<file path="src/design/gbw_pkg.sv">
// Shared types, register indexes and kernel constants for the window filter.
package gbw_pkg;

  localparam int DIM_W      = 14;   // holds a clamped frame width
  localparam int ROW_W      = 13;   // input row counter and clamped height
  localparam int OUT_ROW_W  = 12;   // output row counter
  localparam int MIN_DIM    = 5;
  localparam int MAX_HEIGHT = 4096;

  localparam logic [1:0] REG_MODE   = 2'd0;
  localparam logic [1:0] REG_WIDTH  = 2'd1;
  localparam logic [1:0] REG_HEIGHT = 2'd2;

  // Gaussian numerators over 1e6, row-major 5x5
  localparam int unsigned GAUSS_NUM [25] = '{
    3663, 14652, 25641, 14652, 3663,
    14652, 58608, 95238, 58608, 14652,
    25641, 95238, 146520, 95238, 25641,
    14652, 58608, 95238, 58608, 14652,
    3663, 14652, 25641, 14652, 3663
  };
  localparam int unsigned BOX_NUM = 111110;

  // Round-half-up of num/1e6 in Q0.frac
  function automatic longint unsigned qweight(input longint unsigned num, input int frac);
    return ((num << frac) + 64'd500000) / 64'd1000000;
  endfunction

  // Window masks that travel with an item
  typedef struct packed {
    logic [4:0] rmask;
    logic       box;
  } gbw_mask_t;

  typedef struct packed {
    logic [7:0] ch2;
    logic [7:0] ch1;
    logic [7:0] ch0;
    logic       last;
  } gbw_word_t;

endpackage

</file>
<file path="src/design/gbw_cell.sv">
// One window column: holds five pixels, passes them left, forms its weighted column sum.
module gbw_cell #(
  parameter int COL  = 0,
  parameter int NCH  = 3,
  parameter int FRAC = 16
) (
  input  logic                             clk,
  input  logic                             shift,
  input  logic [4:0][8*NCH-1:0]            col_in,
  output logic [4:0][8*NCH-1:0]            col_out,
  input  logic                             cmask,
  input  gbw_pkg::gbw_mask_t               ctl,
  output logic [NCH-1:0][FRAC+8:0]         sum
);

  localparam int WW = FRAC - 2;
  localparam int AW = FRAC + 9;
  localparam logic [WW-1:0] BW = WW'(gbw_pkg::qweight(gbw_pkg::BOX_NUM, FRAC));

  logic [4:0][8*NCH-1:0]  col;
  logic [WW-1:0]          gw [5];
  logic [4:0][WW-1:0]     wt_sel;
  logic [4:0]             keep;
  logic [NCH-1:0][AW-1:0] sum_next;

  for (genvar i = 0; i < 5; i++) begin : g_wt
    assign gw[i] = WW'(gbw_pkg::qweight(gbw_pkg::GAUSS_NUM[i*5+COL], FRAC));
  end

  always_ff @(posedge clk) begin
    if (shift) begin
      col <= col_in;
    end
    sum <= sum_next;
  end

  assign col_out = col;

  always_comb begin
    for (int i = 0; i < 5; i++) begin
      wt_sel[i] = ctl.box ? BW : gw[i];
      // drop taps outside the frame and outside the box kernel
      keep[i] = ctl.rmask[i] && cmask && (!ctl.box || (i >= 2 && COL >= 2));
    end
  end

  always_comb begin
    sum_next = '0;
    for (int c = 0; c < NCH; c++) begin
      for (int i = 0; i < 5; i++) begin
        sum_next[c] = sum_next[c] + AW'(wt_sel[i]) *
                      (keep[i] ? AW'(col[i][8*c +: 8]) : AW'(0));
      end
    end
  end

endmodule

</file>
<file path="config.mk">
export PLATFORM = sky130hd
export DESIGN_NAME = gbw_cell
export DESIGN_NICKNAME = d
export VERILOG_FILES = /design/src/design/gbw_pkg.sv /design/src/design/gbw_cell.sv
export SDC_FILE = /design/constraint.sdc
export NUM_CORES = 1
export LEC_CHECK = 0
export BUFFER_PORTS_ARGS = -buffer_cell sky130_fd_sc_hd__buf_4
export CORE_MARGIN = 2
export CORE_UTILIZATION = 62
export DETAILED_ROUTE_END_ITERATION = 10
export GPL_TIMING_DRIVEN = 0
export PLACE_DENSITY = 0.9
export SLEW_MARGIN = 15
export SYNTH_ARGS = -nofsm -noshare
export SYNTH_HDL_FRONTEND = slang
export SYNTH_SLANG_ARGS = --single-unit
</file>
<file path="constraint.sdc">
create_clock -name clk -period 10.5 [get_ports clk]
set_clock_uncertainty 0.15 [all_clocks]
set_input_delay 0 -clock clk [delete_from_list [all_inputs] [get_ports clk]]
set_output_delay 0 -clock clk [all_outputs]
set_load 0.02 [all_outputs]
</file>
==> out/results.txt, run 1 <==
outcome - finished clean
Fin. Hold Viols - 0
Starting Density - 62.48%
max incr delay on CP - 0.90 ns
Final Core Density - 74.63%
worst path required time - 10.79 ns
max_slew headroom - 9.764%
via count - 29,930
startpoint types - input pin
drt pass-1 iters - 8
most numerous cell in the Yosys netlist - inv_1
vias in the first global route - 34,730
wire per inst - 20.26 um
Max Fclk - 100.3 MHz
largest net degree at the start of global routing - 68
measured slew at the worst slew-check pin - 1.354 ns
Async SR Flop Fraction - 0%
Synth Flop Type - edfxtp_1
die area - 66,660 um2
crit end category - register
Hold WC Path Type - input pin to register
Die Y-Extent - 258.2 um
hold_ws - 0.01178 ns
Synth top cells by count - inv_1, fa_1, ha_1
# IOs - 324
maximum clock insertion buffer count - 2
CP Max Fanout - 10
max-cap violation count - 0
YS warnings - 0
Initial DRC Count - 2,306
Global Route Usage Sum - 37.17%
crit path launch - ctl[0]
end of the critical path - sum[72]
Yosys reg bits - 192
first-pass GRT wire length - 183.3 mm
synthesis-to-finish area growth - 19.44%
DIE WIDTH - 258.2 um
CORE AREA - 64,120 um2
antenna violations before repair - 17
Cell Rows - 93
register area share after synthesis - 12.59%
worst r2r path cells - 28
Clock Sinks - 192
clk_lat worst skew - 0.55 ns
root buffer cell - clkbuf_16
biggest area consumer among synthesized cells - fa_1
Finish-stage setup viols - 0
H-tree Lvls - 4
RSZ-0062 raised after global routing - no
Routability Congestion - 0.9222
Max stage delay cell, worst path - clkbuf_1
Post-Place Setup Slack - -0.3819 ns
Critical R2R Launch - col_out[90]
Final ANT Viol Nets - 0
Netlist cell types - 59
Detailed Route WL - 115.7 mm
total CTS buffers - 17
Worst R2R Setup Slack - 1.69 ns
CTS tree - done
DR DRC count - 0
Post-synth EDFFs - 120
Post-Syn Area - 40,060 um2
Crit Reg-Reg Endpoint - sum[72]
Post-Syn Area per Cell - 10.77 um2
CP Class - input pin to register
most used cell, CP - fa_1
fin crit period - 9.967 ns
post-synthesis cell count - 3,719
ratio of cells with drive above 1 in the final layout - 7.668%
part of the cycle the worst path needs - 94.92%
max-slew violation count - 0
post-route setup slack - 0.5330 ns
share of the synthesized area in the top cell type - 45.67%
I/O Buffers - 320
routed vias/inst - 5.241
dpl hpwl - 84.83 mm
fin nets - 6,479
Critical Path AT - 10.26 ns
Synth area leaders - fa_1, ha_1, inv_1, edfxtp_1, dfxtp_1
clk slew on worst S/H paths - 0.09 ns
total grt overflow - 0
Filler cells - 3,740
setup TNS - 0 ns
post-CTS setup buffer count - 0
repair_timing:
action | CTS | global route
resized for setup | 0 | 0
setup endpoints to repair | 0 | 5
hold endpoints to repair | 173 | 0
hold buffers | 121 | 0
state kept, by name, indices dropped and copies added (netlist names):
name and count:
col_out 120, sum 72
cells by family after synthesis:
group | after synthesis | share of synthesized area (%)
mux | 1 | 0.02499
compound gates | 242 | 3.901
simple gates | 334 | 4.266
flops | 192 | 12.59
other cells | 2 | 0.01875
xor+xnor | 86 | 1.880
buf+inv | 1337 | 12.56
fa+ha+maj | 1525 | 64.76
layout make-up:
cell class	instances	area, um2	share of cell area [%]
sequential	192	5045	10.54
tap	855	1070	2.236
clock buffer	18	429.2	0.8969
antenna	18	45.04	0.09414
buffer	51	205.2	0.4288
multi-input combinational	2836	32410	67.74
clock inverter	14	175.2	0.3661
inverter	1285	4823	10.08
timing repair buffer	442	3645	7.617
worst min-delay path by stage:
stage,start,endpoint,slack (ns),cells after the start
3_3_place_gp,col_in[24],col_out[24],0.03,1
6_report,col_in[105],col_out[105],0.01,2
4_1_cts,col_in[24],col_out[24],0.003,2
5_1_grt,col_in[30],col_out[30],0.02,2
2_1_floorplan,col_in[0],col_out[0],-0.05,0
3_5_place_dp,col_in[93],col_out[93],0.03,1
per-layer routing:
| layer | track usage (%) | vias to the layer above | wire (um) | part of all wire (%) |
|---|---|---|---|---|
| met5 | 0 | - | 61 | 0.053 |
| met3 | 13.23 | 819 | 11870 | 10 |
| met1 | 38.59 | 14680 | 36140 | 31 |
| met2 | 60.27 | 1802 | 55700 | 48 |
| met4 | 31.62 | 10 | 11970 | 10 |
| li1 | - | 12620 | - | - |
critical path, delay by kind of cell:
kind / cells / cell delay [ns]
AO/OA/AOI/OAI: 8 / 2.30
XOR/XNOR: 2 / 0.43
adder cells (fa/ha/maj): 10 / 4.71
buffers and inverters: 10 / 2.07
AND/OR/NAND/NOR: 3 / 0.73
layout by cell type, fill, tap and decap left out, drive strengths merged, types with 12 or more instances in the layout:
cell type    synthesis  routed
a211oi              18      18
a21o                35      35
a21oi               76      76
and3               126     126
buf                  5     325
clkbuf              47      65
conb                 2     648
dfxtp               72      72
diode                0      18
dlygate4sd3          0     121
edfxtp             120     120
fa                 914     914
ha                 611     611
inv               1285    1290
nand2              122     122
nand3               12      12
nor2                30      30
o21ai               50      50
o21bai              14      14
xnor2               57      57
xor2                29      29
per-stage QoR:
stage	std cells	cell area [um2]
final	5711	47850
after global routing	5694	47810
after CTS	5694	47800
after detailed placement	5541	45990
after global placement	5540	45960
after floorplan	4365	42490
Power of run 1 is left out: the tool's default activity adds up to more than one toggle a clock period on the data nets, which glitch-free logic cannot reach.
==> run 2: changes to the inputs <==
--- a/config.mk
+++ b/config.mk
@@ -11,6 +11,7 @@
 export DETAILED_ROUTE_END_ITERATION = 10
 export GPL_TIMING_DRIVEN = 0
 export PLACE_DENSITY = 0.9
+export SKIP_LAST_GASP = 1
 export SLEW_MARGIN = 15
 export SYNTH_ARGS = -nofsm -noshare
 export SYNTH_HDL_FRONTEND = slang
==> constraint.sdc (replaced) <==
create_clock -name clk -period 10.5 [get_ports clk]
set_clock_uncertainty 0.15 [all_clocks]
set_input_delay 2.625 -clock clk [delete_from_list [all_inputs] [get_ports clk]]
set_output_delay 2.625 -clock clk [all_outputs]
set_load 0.02 [all_outputs]
==> out/results.txt, run 2 (synthesis gave the netlist of run 1 again) <==
Global Route Usage Sum - 32.90%
Critical Path AT - 11.11 ns
Max Fclk - 92.61 MHz
worst path required time - 10.81 ns
Max stage delay cell, worst path - fa_1
most used cell, CP - fa_1
drt pass-1 iters - 8
Finish-stage setup viols - 7
max-cap violation count - 0
largest net degree at the start of global routing - 83
H-tree Lvls - 4
vias in the first global route - 33,340
ratio of cells with drive above 1 in the final layout - 10.08%
Detailed Route WL - 111.2 mm
failing checks - setup timing
Highest Signal Layer - met5
first-pass GRT wire length - 165.4 mm
Metal-1 WL - 35.96 mm
root buffer cell - clkbuf_16
Final ANT Viol Nets - 0
measured slew at the worst slew-check pin - 1.171 ns
max-slew violation count - 0
I/O Buffers - 320
area taken by multi-input logic gates - 32,770 um2
synthesis-to-finish area growth - 18.39%
part of the cycle the worst path needs - 102.8%
clk_lat worst skew - 0.54 ns
via count - 29,380
total grt overflow - 0
CTS tree - done
clk slew on worst S/H paths - 0.08 ns
post-route setup slack - -0.2976 ns
hold_ws - 1.770 ns
Fin. Hold Viols - 0
startpoint types - input pin
Starting Density - 62.48%
commonest non-fill, non-tap cell in the layout - inv_1
dpl hpwl - 84.70 mm
DR DRC count - 0
CP Class - input pin to register
Initial DRC Count - 2,273
Non-Filler Instances - 5,612
DIE WIDTH - 258.2 um
hold_buf cts - 0
CORE AREA - 64,120 um2
crit end category - register
antenna violations before repair - 11
fin crit period - 10.80 ns
routed vias/inst - 5.235
Cell Rows - 93
met2 WL - 54.07 mm
Worst R2R Setup Slack - 2.03 ns
max reg flops - 120
Hold WC Path Type - register to register
maximum clock insertion buffer count - 2
max_slew headroom - 21.92%
outcome - finished, violations left
Filler cells - 3,753
Clock Sinks - 192
RSZ-0062 raised after global routing - yes
DR WL met3 - 9.743 mm
CP Max Fanout - 10
wire per inst - 19.81 um
die area - 66,660 um2
Post-Place Setup Slack - -1.982 ns
most frequent cells in the layout - inv_1, fa_1, conb_1
Cells after DPL - 5,541
Die Y-Extent - 258.2 um
# IOs - 324
total CTS buffers - 17
Routability Congestion - 0.9213
fin nets - 6,383
Final Core Density - 73.97%
FF+latch area - 5045 um2
max incr delay on CP - 0.70 ns
-- run 2: changes by cell type in the layout (fill, tap and decap cells not counted), sizes merged --
cell | previous run | this run
buf | 325 | 360
bufinv | 2 | 1
clkbuf | 65 | 58
clkinv | 6 | 4
clkinvlp | 1 | 0
diode | 18 | 15
dlygate4sd3 | 121 | 0
inv | 1290 | 1291
-- run 2: repair_timing --
item,CTS,global route
gates cloned,0,2
pin swaps,6,40
endpoints found under the setup margin,26,14
gates resized for setup,58,103
buffers inserted,4,21
-- run 2: layer usage --
layer / track usage, % / vias up
li1: - / 12430
met4: 24.94 / 6
met1: 36.28 / 14490
met2: 55.88 / 1726
met5: 0 / -
met3: 7.185 / 735
-- run 2: final cells by class --
| class | count | share of cell area [%] |
|---|---|---|
| inverters | 1285 | 10.17 |
| flip-flops and latches | 192 | 10.64 |
| repair buffers | 348 | 5.622 |
| well taps | 855 | 2.256 |
| clock buffers | 21 | 0.9946 |
| clock inverters | 11 | 0.2902 |
| diodes | 15 | 0.07914 |
| plain buffers | 49 | 0.8521 |
| multi-input cells | 2836 | 69.10 |
-- run 2: metrics by stage --
step                setup TNS (ns)  area (um2)
floorplan                        0       42500
global placement            -23.02       45970
detailed placement          -31.74       46000
CTS                        -0.1691       46850
global route                -2.158       47400
finish                      -1.290       47430
-- run 2: final timing paths --
path | from | to | depth (start not counted)
worst max-delay path | ctl[0] | sum[66] | 34
worst min-delay path | col_out[112] | sum[57] | 10
worst max register to register | col_out[46] | sum[71] | 28
worst min register to register | col_out[112] | sum[57] | 10
-- run 2: worst max-delay path, delay by kind of cell --
family                   cells  cell delay, ns
AO/OA/AOI/OAI                5            1.02
XOR/XNOR                     1            0.11
adder cells (fa/ha/maj)     11            4.74
buffers and inverters       10            1.20
AND/OR/NAND/NOR              7            1.38
Power of run 2 is left out for the same reason.
